[config.mk]
export PLATFORM = sky130hd
export DESIGN_NAME = ipc_block_pool_mailbox
export DESIGN_NICKNAME = d
export VERILOG_FILES = /design/src/rtl/ibpm_pkg.sv /design/src/rtl/ipc_block_pool_mailbox.sv
export VERILOG_INCLUDE_DIRS = /design/src /design/src/rtl
export SDC_FILE = /design/constraint.sdc
export NUM_CORES = 1
export LEC_CHECK = 0
export ABC_AREA = 1
export BUFFER_PORTS_ARGS = -buffer_cell sky130_fd_sc_hd__buf_2
export CAP_MARGIN = 20
export CORE_MARGIN = 1.5
export CORE_UTILIZATION = 35
export DETAILED_ROUTE_END_ITERATION = 10
export SLEW_MARGIN = 25
export SYNTH_ARGS = -nofsm -noshare
export SYNTH_HDL_FRONTEND = slang
export SYNTH_SLANG_ARGS = --single-unit
export TNS_END_PERCENT = 10
[constraint.sdc]
create_clock -name clk -period 7.39 [get_ports clk]
set_input_delay 1.478 -clock clk [delete_from_list [all_inputs] [get_ports clk]]
set_output_delay 1.478 -clock clk [all_outputs]
set_load 0.05 [all_outputs]
[src/rtl/ipc_block_pool_mailbox_assert.svh]
`ifndef IPC_BLOCK_POOL_MAILBOX_ASSERT_SVH
`define IPC_BLOCK_POOL_MAILBOX_ASSERT_SVH

// checks that hold at every clock edge outside reset
`define IBPM_ASSERT_ALWAYS(lbl, expr, msg) \
	lbl: assert property (@(posedge clk) disable iff (!arst_n) (expr)) else $error(msg);

// checks that hold in the same cycle as their trigger
`define IBPM_ASSERT_IMPLY(lbl, ante, cons, msg) \
	lbl: assert property (@(posedge clk) disable iff (!arst_n) (ante) |-> (cons)) \
		else $error(msg);

`endif

[src/rtl/ibpm_pkg.sv]
`timescale 1ns / 1ps

package ibpm_pkg;

	typedef enum logic [2:0] {
		CMD_ALLOC   = 3'd0,
		CMD_FREE    = 3'd1,
		CMD_GET_BUF = 3'd2,
		CMD_ENQ     = 3'd3,
		CMD_DEQ     = 3'd4
	} cmd_t;

	typedef enum logic [2:0] {
		ST_OK     = 3'd0,
		ST_PARAM  = 3'd1,
		ST_FULL   = 3'd2,
		ST_ALLOC  = 3'd3,
		ST_EMPTY  = 3'd4,
		ST_FILTER = 3'd5
	} status_t;

	localparam logic CFG_BLOCKS_IN_USE = 1'b0;
	localparam logic CFG_BLOCK_BYTES   = 1'b1;

	localparam int HDR_BYTES = 4;

	localparam logic [4:0]  BLOCKS_IN_USE_RST = 5'd16;
	localparam logic [11:0] BLOCK_BYTES_RST   = 12'd64;

	typedef struct packed {
		status_t     status;
		logic [3:0]  block_out;
		logic [15:0] buffer_offset;
		logic [11:0] size_out;
	} res_t;

endpackage

[src/rtl/ipc_block_pool_mailbox.sv]
`timescale 1ns / 1ps

// channel   direction  handshake                     contents
// s_axis    in         s_axis_tvalid / s_axis_tready  one command word
// m_axis    out        m_axis_tvalid / m_axis_tready  one result word per command
// cfg       in         cfg_we                         pool size and block size
//
// one command word is taken every cycle unless a stalled output holds the pipeline
// a command updates the lock bitmaps and ring pointers and reads the slot memory as it
// leaves the input stage, and the dequeue checks run in the second stage
// reset clears locks and pointers at once; the slot memory needs no clearing pass
// a stalled result parks in the output register while up to two more commands fill behind it

module ipc_block_pool_mailbox
	import ibpm_pkg::*;
#(
	parameter int NUM_CHANNELS = 4,
	parameter int MAX_BLOCKS   = 16
) (
	input  logic        clk,
	input  logic        arst_n,

	input  logic        s_axis_tvalid,
	output logic        s_axis_tready,
	input  logic [7:0]  s_axis_tdata,   // channel[1:0], block[5:2], side[6], filter_accept[7]
	input  logic [2:0]  s_axis_tuser,   // cmd[2:0]

	output logic        m_axis_tvalid,
	input  logic        m_axis_tready,
	output logic [31:0] m_axis_tdata,   // block_out[3:0], buffer_offset[19:4], size_out[31:20]
	output logic [2:0]  m_axis_tuser,   // status[2:0]

	input  logic        cfg_we,
	input  logic        cfg_addr,
	input  logic [11:0] cfg_wdata
);

	localparam int CH_W        = (NUM_CHANNELS > 1) ? $clog2(NUM_CHANNELS) : 1;
	localparam int P_W         = $clog2(MAX_BLOCKS + 1);
	localparam int RING_SLOTS  = MAX_BLOCKS + 1;
	localparam int NUM_FIFOS   = 2 * NUM_CHANNELS;
	localparam int MEM_DEPTH   = NUM_FIFOS * RING_SLOTS;
	localparam int A_W         = $clog2(MEM_DEPTH);

	// configuration
	logic [4:0]  blocks_in_use_q;
	logic [11:0] block_bytes_q;

	// state
	logic [MAX_BLOCKS-1:0] lock_q [NUM_CHANNELS];
	logic [P_W-1:0]        wp_q   [NUM_FIFOS];
	logic [P_W-1:0]        rp_q   [NUM_FIFOS];
	logic [3:0]            slot_mem [MEM_DEPTH];

	// input stage
	logic       valid_s1;
	logic [2:0] cmd_s1;
	logic [1:0] channel_s1;
	logic [3:0] block_s1;
	logic       side_s1;
	logic       accept_s1;

	// second stage
	logic                  valid_s2;
	logic                  deq_s2;
	res_t                  res_s2;
	logic [MAX_BLOCKS-1:0] lock_s2;
	logic [3:0]            rdata_s2;

	// output register
	logic out_valid_q;
	res_t out_res_q;

	logic out_ready;
	logic s1_adv;

	assign out_ready     = !out_valid_q || m_axis_tready;
	assign s1_adv        = !valid_s2 || out_ready;
	assign s_axis_tready = !valid_s1 || s1_adv;

	// stage one combinational signals
	logic [6:0]            bu7;
	logic [P_W-1:0]        pool_n;
	logic                  ch_ok;
	logic [CH_W-1:0]       ch_idx;
	logic                  is_deq;
	logic [CH_W:0]         fifo_idx;
	logic [MAX_BLOCKS-1:0] lock_row;
	logic [MAX_BLOCKS-1:0] lock_shift;
	logic [MAX_BLOCKS-1:0] free_mask;
	logic [MAX_BLOCKS-1:0] grant;
	logic [3:0]            alloc_idx;
	logic                  blk_ok;
	logic                  blk_locked;
	logic [P_W-1:0]        wp;
	logic [P_W-1:0]        rp;
	logic [P_W-1:0]        wp_next;
	logic [P_W-1:0]        rp_next;
	logic [16:0]           prod;
	logic                  do_step;
	res_t                  res_d;
	logic                  deq_d;
	logic                  lock_we;
	logic [MAX_BLOCKS-1:0] lock_d;
	logic                  wp_we;
	logic                  rp_we;
	logic                  mem_we;
	logic                  mem_re;
	logic [A_W-1:0]        mem_addr;

	always_comb begin
		bu7 = 7'(blocks_in_use_q);
		if (bu7 == 7'd0) begin
			pool_n = P_W'(1);
		end else if (bu7 > 7'(MAX_BLOCKS)) begin
			pool_n = P_W'(MAX_BLOCKS);
		end else begin
			pool_n = P_W'(bu7);
		end
	end

	always_comb begin
		ch_ok      = int'(channel_s1) < NUM_CHANNELS;
		ch_idx     = CH_W'(channel_s1);
		is_deq     = cmd_s1 == CMD_DEQ;
		fifo_idx   = {ch_idx, side_s1 ^ is_deq};
		lock_row   = lock_q[ch_idx];
		lock_shift = lock_row >> block_s1;
		blk_locked = lock_shift[0];
		blk_ok     = 8'(block_s1) < 8'(pool_n);
		for (int i = 0; i < MAX_BLOCKS; i++) begin
			free_mask[i] = !lock_row[i] && (8'(i) < 8'(pool_n));
		end
		grant     = free_mask & (~free_mask + MAX_BLOCKS'(1));
		alloc_idx = 4'd0;
		for (int i = MAX_BLOCKS - 1; i >= 0; i--) begin
			if (free_mask[i]) begin
				alloc_idx = 4'(i);
			end
		end
		wp      = wp_q[fifo_idx];
		rp      = rp_q[fifo_idx];
		wp_next = (wp >= pool_n) ? '0 : wp + P_W'(1);
		rp_next = (rp >= pool_n) ? '0 : rp + P_W'(1);
		prod    = 17'(block_s1) * (17'(block_bytes_q) + 17'(HDR_BYTES));
	end

	always_comb begin
		do_step  = valid_s1 && s1_adv;
		res_d    = '{status: ST_PARAM, block_out: 4'd0, buffer_offset: 16'd0, size_out: 12'd0};
		deq_d    = 1'b0;
		lock_we  = 1'b0;
		lock_d   = lock_row;
		wp_we    = 1'b0;
		rp_we    = 1'b0;
		mem_we   = 1'b0;
		mem_re   = 1'b0;
		mem_addr = A_W'(fifo_idx) * A_W'(RING_SLOTS) + A_W'(is_deq ? rp : wp);
		if (ch_ok) begin
			case (cmd_s1)
				CMD_ALLOC: begin
					if (free_mask == '0) begin
						res_d.status = ST_FULL;
					end else begin
						res_d.status    = ST_OK;
						res_d.block_out = alloc_idx;
						lock_we         = 1'b1;
						lock_d          = lock_row | grant;
					end
				end
				CMD_DEQ: begin
					if (wp == rp) begin
						res_d.status = ST_EMPTY;
					end else begin
						deq_d  = 1'b1;
						rp_we  = 1'b1;
						mem_re = 1'b1;
					end
				end
				CMD_FREE: begin
					if (!blk_ok) begin
						res_d.status = ST_PARAM;
					end else if (!blk_locked) begin
						res_d.status = ST_ALLOC;
					end else begin
						res_d.status = ST_OK;
						lock_we      = 1'b1;
						lock_d       = lock_row & ~(MAX_BLOCKS'(1) << block_s1);
					end
				end
				CMD_GET_BUF: begin
					if (!blk_ok) begin
						res_d.status = ST_PARAM;
					end else if (!blk_locked) begin
						res_d.status = ST_ALLOC;
					end else begin
						res_d.status        = ST_OK;
						res_d.buffer_offset = 16'(prod + 17'(HDR_BYTES));
						res_d.size_out      = block_bytes_q;
					end
				end
				CMD_ENQ: begin
					if (!blk_ok) begin
						res_d.status = ST_PARAM;
					end else if (!accept_s1) begin
						res_d.status = ST_FILTER;
					end else if (!blk_locked) begin
						res_d.status = ST_ALLOC;
					end else if (wp_next == rp) begin
						res_d.status = ST_FULL;
					end else begin
						res_d.status = ST_OK;
						wp_we        = 1'b1;
						mem_we       = 1'b1;
					end
				end
				default: begin
					res_d.status = ST_PARAM;
				end
			endcase
		end
	end

	// dequeue checks on the slot read back from memory
	res_t            res_fin;
	logic [MAX_BLOCKS-1:0] deq_shift;

	always_comb begin
		res_fin   = res_s2;
		deq_shift = lock_s2 >> rdata_s2;
		if (deq_s2) begin
			res_fin.block_out = rdata_s2;
			if (8'(rdata_s2) >= 8'(pool_n)) begin
				res_fin.status = ST_PARAM;
			end else if (!deq_shift[0]) begin
				res_fin.status = ST_ALLOC;
			end else begin
				res_fin.status = ST_OK;
			end
		end
	end

	always_ff @(posedge clk or negedge arst_n) begin
		if (!arst_n) begin
			blocks_in_use_q <= BLOCKS_IN_USE_RST;
			block_bytes_q   <= BLOCK_BYTES_RST;
		end else if (cfg_we) begin
			case (cfg_addr)
				CFG_BLOCKS_IN_USE: blocks_in_use_q <= cfg_wdata[4:0];
				CFG_BLOCK_BYTES:   block_bytes_q   <= cfg_wdata;
				default:           block_bytes_q   <= block_bytes_q;
			endcase
		end
	end

	always_ff @(posedge clk or negedge arst_n) begin
		if (!arst_n) begin
			for (int c = 0; c < NUM_CHANNELS; c++) begin
				lock_q[c] <= '0;
			end
			for (int f = 0; f < NUM_FIFOS; f++) begin
				wp_q[f] <= '0;
				rp_q[f] <= '0;
			end
		end else if (do_step) begin
			if (lock_we) begin
				lock_q[ch_idx] <= lock_d;
			end
			if (wp_we) begin
				wp_q[fifo_idx] <= wp_next;
			end
			if (rp_we) begin
				rp_q[fifo_idx] <= rp_next;
			end
		end
	end

	always_ff @(posedge clk) begin
		if (do_step && mem_we) begin
			slot_mem[mem_addr] <= block_s1;
		end
		if (do_step && mem_re) begin
			rdata_s2 <= slot_mem[mem_addr];
		end
	end

	always_ff @(posedge clk or negedge arst_n) begin
		if (!arst_n) begin
			valid_s1    <= 1'b0;
			valid_s2    <= 1'b0;
			out_valid_q <= 1'b0;
		end else begin
			if (s_axis_tready) begin
				valid_s1 <= s_axis_tvalid;
			end
			if (s1_adv) begin
				valid_s2 <= valid_s1;
			end
			if (out_ready) begin
				out_valid_q <= valid_s2;
			end
		end
	end

	always_ff @(posedge clk) begin
		if (s_axis_tready && s_axis_tvalid) begin
			cmd_s1     <= s_axis_tuser;
			channel_s1 <= s_axis_tdata[1:0];
			block_s1   <= s_axis_tdata[5:2];
			side_s1    <= s_axis_tdata[6];
			accept_s1  <= s_axis_tdata[7];
		end
		if (do_step) begin
			res_s2  <= res_d;
			deq_s2  <= deq_d;
			lock_s2 <= lock_row;
		end
		if (out_ready && valid_s2) begin
			out_res_q <= res_fin;
		end
	end

	assign m_axis_tvalid = out_valid_q;
	assign m_axis_tdata  = {out_res_q.size_out, out_res_q.buffer_offset, out_res_q.block_out};
	assign m_axis_tuser  = out_res_q.status;

`include "ipc_block_pool_mailbox_assert.svh"

	`IBPM_ASSERT_IMPLY(a_grant_onehot, valid_s1, $onehot0(grant), "alloc grant not one-hot")
	`IBPM_ASSERT_ALWAYS(a_mem_one_port, !(mem_we && mem_re), "slot memory read and write together")
	`IBPM_ASSERT_IMPLY(a_stall_full, !s_axis_tready, valid_s1 && valid_s2 && out_valid_q,
		"input stalled with a free stage")

endmodule
==> flow_summary.ini, run 1 <==
[die]
die_x_um = 324.9
pin_count = 66
dieArea_um2 = 105600
initial_utilization_pct = 35.45
num_rows = 117
core_um2 = 102300
die_h_um = 324.9

[cts]
clk_pin_slew_ns = 0.06
cts_inserted_buffers = 85
postCtsResizedCells = 0
cts_hold_buf = 0
htreeDepth = 3
insertion_delay_ns = 0.67
numClockSinks = 810
cts_root_buf = clkbuf_16
cts_buffer_depth = 3
cts_tree = built
cts.repair_timing.setup_buffer_count = 0

[global_route]
antenna_found_initial = 3
grtUsageTotal_pct = 18.09
grt_pass1_vias = 24341
grt_start_max_net_pins = 93
grt_pass1_wl_mm = 148.9
grt_overflow = 0

[timing]
skew_ns = 0.04582
setup_ws_ns = 0.9326
max_freq_ghz = 0.1549
drv_slew = 0
finalCritPeriodShare_pct = 87.38
worstMarginPinSlew_ns = 1.076
fin_crit_ns = 6.457
relSlewSlack_pct = 28.30
setup_tns_ns = 0
rsz0062_at_grt = no
setup_violations = 0
hold_viol_final = 0

[critical_path]
slowest_delay_ns = 0.73
critPathKind = register to register
cpMaxStageDelayCell = clkinv_1
critical_path_arrival_ns = 6.98
crit_fanout = 23
worstSetupEndpointType = register
critPathRequiredTime_ns = 7.92
crit_path_frequent_cell = nand2_1
start_kind = register

[synth]
synth_ff_type = edfxtp_1
synth_cell_types = 59
synth_area_per_cell_um2 = 11.24
syn_area_um2 = 36270
yosysSeqAreaShare_pct = 64.81
ys_async_sr_fraction_pct = 20.25
synth_warnings = 0
syn-num-nets = 3337
ys_ff_latch = 810
synth_edf_count = 646
synth_cells = 3227

[power_and_ir_drop]
finalPower_mw = 12.76
seq_power_share_pct = 41.0
switching_share_pct = 33.76
p_comb_share_pct = 26.3
ir_drop_mv = 0.2446
power_density_nw_per_um2 = 311.9
p_int_mw = 8.450
power_frac_clock_pct = 32.8
leakagePower_nw = 15.59
switchingPower_mw = 4.307

[route]
antenna_left = 0
drt_iter0_markers = 2509
drt_first_pass_iters = 7
via_count = 24946
vias_per_cell = 5.293
drt_wl_total_mm = 97.17
wl_per_cell_um = 20.62
drcViolationCount = 0

[final_layout]
syn_to_final_growth_pct = 12.75
seq_area_um2 = 23510
antenna_cells_inserted = 0
nFillCells = 9699
finalNonFillerCells = 4713
drive_gt1_share_pct = 8.969
nets = 3384
multi_input_area_um2 = 11290

[flow_run]
cap_violations = 0

[place]
gp_congestion = 0.9458
dp_cells = 4553
pre_cts_ws_ns = 0.9787
dp_hpwl_mm = 63.10
port_buffers = 65

[run_status]
outcome = finished, final reports clean

[worst_hold_path]
min_path_type = register to register
==> cells in the mapped netlist, types with 13 or more instances <==
master / n / area, um^2
nand2_1: 717 / 2691
edfxtp_1: 646 / 19400
nor2_1: 285 / 1070
a22oi_1: 278 / 2087
inv_1: 212 / 795.8
nand3_1: 196 / 980.9
dfrtp_1: 162 / 4054
a21oi_1: 116 / 580.6
clkbuf_1: 109 / 409.1
nand4_1: 67 / 419.2
ha_1: 57 / 713.2
o21ai_0: 54 / 270.3
a21boi_0: 45 / 337.8
buf_2: 31 / 155.2
fa_1: 24 / 480.5
o211ai_1: 22 / 165.2
nor3_1: 20 / 100.1
nand3b_1: 19 / 142.6
nor4_1: 17 / 106.4
xor2_1: 13 / 113.9
==> critical path, delay by kind of cell (launching register included) <==
kind | cells | cell delay, ns
DFF | 1 | 0.46
and+or+nand+nor | 14 | 1.94
AOI/OAI and AO/OA | 5 | 0.56
buffers and inverters | 5 | 2.10
adders and majority gates | 3 | 1.23
==> metal layers <==
metal  up-vias  track usage, %  share of wire, %
met5         -               0             0.048
li1      11646               -                 -
met4         6           6.481               3.2
met1     12267           24.52                43
met2       867           29.35                47
met3       160           2.927               6.2
==> cell type report <==
class                           instances  area share, %
Clock buffer                          109          5.672
Clock inverter                         49          1.013
Inverter                              225          2.077
Multi-Input combinational cell       2035          27.61
Sequential cell                       810          57.48
Tap cell                             1368          4.185
Timing Repair Buffer                  117          1.964
==> power groups by stage <==
stage / sequential, mW / combinational (mW) / clock, mW
3_3_place_gp: 5.32 / 3.30 / 0
4_1_cts: 5.23 / 3.33 / 4.26
3_5_place_dp: 5.32 / 3.31 / 0
6_report: 5.23 / 3.35 / 4.18
2_1_floorplan: 5.49 / 2.04 / 0
5_1_grt: 5.24 / 3.65 / 4.43
==> flip-flops by register name, indices dropped and copies added (netlist names), 2 cells and up <==
register,count
block_bytes_q,12
block_s1,4
blocks_in_use_q,5
ch_idx,2
cmd_s1,3
lock_q,64
lock_s2,16
m_axis_tdata,32
m_axis_tuser,3
rdata_s2,4
res_fin,28
res_s2,7
rp_q,40
slot_mem,544
wp_q,40
==> through the flow <==
stage          utilization (%)  hold WS, ns  instance area (um^2)
6_report                 39.97       0.4168                 40900
5_1_grt                  39.97       0.4230                 40900
4_1_cts                  39.92       0.4156                 40850
3_5_place_dp             37.25       0.4045                 38120
3_3_place_gp             37.24       0.4014                 38110
2_1_floorplan                -       0.4003                 36270
==> path summary, 6_finish.rpt <==
path / start / slack [ns] / cells after the start / end
max: cmd_s1[1] / 0.93 / 27 / rdata_s2[3]
min: res_fin[20] / 0.42 / 0 / m_axis_tdata[12]
max in group asynchronous: arst_n / 5.22 / 2 / rp_q[24]
max reg2reg: cmd_s1[1] / 0.93 / 27 / rdata_s2[3]
min reg2reg: res_fin[20] / 0.42 / 0 / m_axis_tdata[12]
min in group asynchronous: arst_n / 0.91 / 1 / lock_q[31]
==> kinds of logic (layout without fill, tap and decap cells) <==
family / after synthesis / after routing / synth area share, %
buffers and inverters: 382 / 500 / 4.219
AND/OR/NAND/NOR: 1372 / 1372 / 16.63
AO/OA/AOI/OAI: 567 / 567 / 10.69
adder cells (fa/ha/maj): 81 / 81 / 3.291
XOR/XNOR: 15 / 15 / 0.3622
flip-flops: 810 / 810 / 64.81
==> cell usage in the layout (no fill, tap or decap), types with 17 or more instances in the layout <==
master	synthesis	final
nand4_1	67	67
o211ai_1	22	22
clkinv_1	9	28
buf_4	5	45
a21oi_1	116	115
nand3_1	196	196
a22oi_1	278	278
nor4_1	17	17
edfxtp_1	646	646
dfrtp_1	162	162
clkbuf_16	0	87
nor2_1	285	280
inv_1	212	211
nand3b_1	19	19
a21boi_0	45	45
nor3_1	20	19
ha_1	57	57
fa_1	24	24
nand2_1	717	716
o21ai_0	54	54
buf_2	31	64
Note: power is estimated with default switching activity, not from simulation.
==> run 2: changes to the inputs <==
Settings changed: CORE_UTILIZATION 35 to 32.
==> run 2 against run 1 <==
Sequential cell count unchanged. Register-to-register slack about the same. Maximum frequency about the same. Global-route usage down 1.1 points. Critical path type unchanged. Clock-buffer cell count up 1. Die area up 9.3%. Clock skew down 0.0064 ns. Largest power group unchanged. First-iteration DRC count down 1.7%.
==> flow_summary.ini, run 2 (same netlist as run 1, synthesis figures left out) <==
[critical_path]
critPathLaunch = cmd_s1[1]
crit_path_frequent_cell = nand2_1
cpMaxStageDelayCell = clkinv_1
path_buf_inv = 5
critical_path_arrival_ns = 6.98
worstSetupEndpointType = register
crit_fanout = 23
critPathRequiredTime_ns = 7.92
reg2reg_from = cmd_s1[1]
critPathTopFamily = buffers and inverters
critPathKind = register to register
slowest_delay_ns = 0.72
start_kind = register

[timing]
hold_ws_ns = 0.4098
fin_crit_ns = 6.454
hold_viol_final = 0
setup_violations = 0
skew_ns = 0.03946
finalCritPeriodShare_pct = 87.34
worstMarginPinSlew_ns = 1.006
drv_slew = 0
rsz0062_at_grt = no
setup_tns_ns = 0
setup_ws_ns = 0.9356
relSlewSlack_pct = 32.91
max_freq_ghz = 0.1549

[final_layout]
most-common-layout-cells = nand2_1 (716), edfxtp_1 (646), nor2_1 (280)
final_common_cell = nand2_1
antenna_cells_inserted = 0
syn_to_final_growth_pct = 13.04
drive_gt1_share_pct = 9.007
nets = 3384
largest_reg_flops = 544
top_regs = slot_mem: 544 flops, lock_q: 64 flops
largest-register = slot_mem

[global_route]
grtUsageMet1_pct = 23.80
grt_pass1_wl_mm = 152.2
use_met3_pct = 2.470
grtUsageTotal_pct = 16.99
grt_pass1_vias = 24448
grt_start_max_net_pins = 94
grt.met2_usage_pct = 26.91
busiest_layer = met2
antenna_found_initial = 1
grt_overflow = 0

[route]
wl_per_cell_um = 20.54
drt_wl_total_mm = 99.46
via_count = 25179
drcViolationCount = 0
drt_first_pass_iters = 6
antenna_left = 0
vias_per_cell = 5.200
drt_iter0_markers = 2467

[power_and_ir_drop]
ir_drop_mv = 0.1873
leakagePower_nw = 15.59
power_density_nw_per_um2 = 311.3

[cts]
cts_buffer_depth = 3
htreeDepth = 3
postCtsResizedCells = 0
cts_tree = built
cts_hold_buf = 0
insertion_delay_ns = 0.66
clk_pin_slew_ns = 0.06
cts_inserted_buffers = 83
cts_root_buf = clkbuf_16
numClockSinks = 810
cts.repair_timing.setup_buffer_count = 0

[die]
num_rows = 123
initial_utilization_pct = 32.24
die_x_um = 339.7
pin_count = 66
die_h_um = 339.7
core_um2 = 112500
dieArea_um2 = 115400

[place]
port_buffers = 65
pre_cts_ws_ns = 1.091
dp_hpwl_mm = 64.97
gp_congestion = 0.9372

[flow_run]
cap_violations = 0

[worst_hold_path]
min_path_type = register to register
min_from = res_fin[17]

[run_status]
outcome = finished, final reports clean
run 2: changes by cell type in the layout (fill, tap and decap cells not counted), moves of 2 or more:
cell / previous run / this run
nor2_2: 9 / 11
clkinv_1: 28 / 20
clkinv_2: 9 / 12
clkbuf_1: 16 / 19
buf_4: 45 / 49
clkinvlp_4: 7 / 4
nor2_4: 9 / 7
buf_12: 4 / 2
clkbuf_16: 87 / 85
run 2: power by group:
group          leakage, nW  switching (mW)  internal, mW
Sequential            8.13          0.0844          5.15
Combinational         6.15            2.42         0.918
Clock                 1.31            1.82          2.37
Total                 15.6            4.33          8.44
run 2: area by class of cell:
class / instances / area [um^2]
Clock inverter: 43 / 421.7
Multi-Input combinational cell: 2035 / 11280
Clock buffer: 110 / 2281
Fill cell: 10987 / 71500
Timing Repair Buffer: 119 / 789.5
Sequential cell: 810 / 23510
Inverter: 225 / 849.6
Tap cell: 1500 / 1877
run 2: final timing paths:
path | endpoint | slack [ns] | cells after the start
setup / recovery | rdata_s2[3] | 0.94 | 27
hold / removal | m_axis_tdata[9] | 0.41 | 0
setup reg to reg | rdata_s2[3] | 0.94 | 27
hold reg to reg | m_axis_tdata[9] | 0.41 | 0
max in group asynchronous | rp_q[10] | 5.20 | 2
min in group asynchronous | lock_q[6] | 0.92 | 1
run 2: metrics by stage:
| stage | power [mW] | util, % | cell area [um^2] | std cells |
|---|---|---|---|---|
| finish | 12.76 | 36.45 | 41000 | 4842 |
| global route | 13.31 | 36.45 | 41000 | 4842 |
| CTS | 12.83 | 36.44 | 40990 | 4842 |
| detailed placement | 8.640 | 34.04 | 38290 | 4689 |
| global placement | 8.620 | 34.01 | 38260 | 4688 |
| floorplan | 7.535 | - | 36270 | 3227 |
run 2: routing by layer:
metal,part of all wire (%),wire length (um)
met4,2.9,2923
met3,6.2,6157
met1,44,44260
met5,0.013,13
met2,46,46100
run 2: worst register-to-register path: cells and delay by family, from the launching register on:
kind                     cells  cell delay (ns)
AO/OA/AOI/OAI                5             0.60
buffers and inverters        5             2.07
flip-flops                   1             0.46
AND/OR/NAND/NOR             14             2.00
adder cells (fa/ha/maj)      3             1.19
==> run 3: changes to the inputs <==
Settings changed: ABC_CLOCK_PERIOD_IN_PS set to 7390, RECOVER_POWER set to 100.
==> run 3 against run 2 <==
Combinational power fell by 2%. Non-clock buffer count did not move. Clock-buffer cell count did not move. Register-to-register slack got worse by 0.26 ns. Clock skew rose by 0.0033 ns. The flow now finishes with violations (capacitance limit, slew limit). Die area did not move. Sequential cell count did not move. Worst hold slack got worse by 0.0018 ns. Total power fell by 0.26%. Sequential share of layout area rose by 0.36 points. Global-route usage did not move. Highest routed layer unchanged. Final cell count did not move.
==> flow_summary.ini, run 3 (same netlist as run 1, synthesis figures left out) <==
[global_route]
grt_overflow = 0
grt_start_max_net_pins = 94
antenna_found_initial = 1
grtUsageTotal_pct = 16.99
grt_pass1_wl_mm = 152.2
grt_pass1_vias = 24448

[final_layout]
multi_input_area_um2 = 11160
top_regs = slot_mem: 544 flops, lock_q: 64 flops
finalNonFillerCells = 4842
nFillCells = 11039
nets = 3384
antenna_cells_inserted = 0
fin_util_pct = 36.22
most-common-layout-cells = nand2_1 (719), edfxtp_1 (646), nor2_1 (283)
final_common_cell = nand2_1
largest_reg_flops = 544
seq_area_um2 = 23510
drive_gt1_share_pct = 6.643
largest-register = slot_mem
syn_to_final_growth_pct = 12.34

[power_and_ir_drop]
ir_drop_mv = 0.1881
leakagePower_nw = 15.43
power_density_nw_per_um2 = 312.4

[run_status]
violations = capacitance limit, slew limit
outcome = complete, but fails checks

[cts]
cts.repair_timing.setup_buffer_count = 0
insertion_delay_ns = 0.66
cts_root_buf = clkbuf_16
cts_buffer_depth = 3
cts_hold_buf = 0
clk_pin_slew_ns = 0.06
cts_inserted_buffers = 83
postCtsResizedCells = 0
numClockSinks = 810
htreeDepth = 3
cts_tree = built

[timing]
setup_violations = 0
skew_ns = 0.04280
rsz0062_at_grt = no
max_freq_ghz = 0.1489
hold_viol_final = 0
finalCritPeriodShare_pct = 90.85
fin_crit_ns = 6.714
relSlewSlack_pct = -251.5
worstMarginPinSlew_ns = 5.273
setup_tns_ns = 0
drv_slew = 811

[die]
die_h_um = 339.7
initial_utilization_pct = 32.24
die_x_um = 339.7
dieArea_um2 = 115400
core_um2 = 112500
num_rows = 123
pin_count = 66

[route]
drt_iter0_markers = 2443
via_count = 25126
drcViolationCount = 0
drt_first_pass_iters = 6
vias_per_cell = 5.189
wl_per_cell_um = 20.57
drt_wl_total_mm = 99.59
antenna_left = 0

[critical_path]
critPathKind = register to register
critical_path_arrival_ns = 7.01
critPathRequiredTime_ns = 7.68
r2r-end = slot_mem[108][3]
worstSetupEndpointType = register
start_kind = register
r2r_cells = 20
crit_fanout = 36
reg2reg_from = cmd_s1[1]
r2r_slack_ns = 0.68

[flow_run]
cap_violations = 14

[place]
port_buffers = 65
dp_hpwl_mm = 64.97
dp_cells = 4689
gp_congestion = 0.9372

[worst_hold_path]
hold_end = m_axis_tdata[9]
min_from = res_fin[17]
hold_depth = 0
min_path_type = register to register
[run 3: cell types whose count changed in the layout (fill, tap and decap cells not counted), moves of 3 or more]
cell / previous run / this run
nand3_2: 5 / 0
inv_2: 5 / 2
buf_4: 49 / 28
nand2_1: 716 / 719
buf_2: 64 / 23
clkbuf_1: 19 / 80
nand3_1: 196 / 201
nor2_1: 280 / 283
nand4_4: 8 / 2
nand4_2: 4 / 8
nand2_2: 6 / 3
[run 3: worst max-delay path by stage]
stage / start / endpoint / slack [ns] / cells past startpoint
global route: cmd_s1[1] / slot_mem[108][2] / 0.23 / 20
floorplan: block_s1[3] / res_fin[27] / 1.48 / 18
global placement: cmd_s1[1] / rdata_s2[3] / 1.37 / 27
finish: cmd_s1[1] / slot_mem[108][3] / 0.68 / 20
detailed placement: cmd_s1[1] / rdata_s2[3] / 1.09 / 27
CTS: cmd_s1[1] / rdata_s2[3] / 1.09 / 27
[run 3: layout make-up]
| cell class | count | area share [%] |
|---|---|---|
| sequential | 810 | 57.69 |
| multi-input combinational | 2035 | 27.39 |
| clock buffer | 110 | 5.598 |
| tap | 1500 | 4.606 |
| inverter | 225 | 2.085 |
| timing repair buffer | 119 | 1.597 |
| clock inverter | 43 | 1.035 |
[run 3: routing by layer]
layer	share of wire (%)	global-route usage (%)	vias to the layer above
met5	0.013	0	-
met4	3.1	5.841	2
met3	6.4	2.470	169
met2	46	26.91	895
met1	44	23.80	12423
li1	-	-	11637
[run 3: critical path, stage by stage, from the launching register on]
cell      delay [ns]
edfxtp_1        0.43
nor2_1          0.28
nand2_2         0.18
nand2_1         0.13
nand2_2         0.30
nand2_1         0.17
clkinv_1        0.40
nand2_1         0.16
nand2_1         0.06
nor2_1          0.15
nand2_1         0.21
nand2_1         0.11
o21ai_0         0.10
ha_1            0.29
ha_1            0.23
fa_1            0.66
inv_1           0.26
nor2_2          0.15
clkbuf_4        0.48
nand4_1         0.93
nor2_1          0.66
[run 3: where the power goes]
part           internal [mW]  switching (mW)
sequential              5.17          0.0854
combinational          0.885            2.40
clock                   2.37            1.82
total                   8.42            4.31
[run 3: stage by stage]
stage               hold slack [ns]  power (mW)  cell area [um^2]  worst slack, ns
floorplan                    0.4003       7.535             36270            1.485
global placement             0.4028       8.620             38260            1.368
detailed placement           0.4045       8.640             38290            1.091
CTS                          0.4096       12.83             40990            1.090
global route                 0.4196       13.28             40750           0.2286
finish                       0.4080       12.73             40750           0.6760
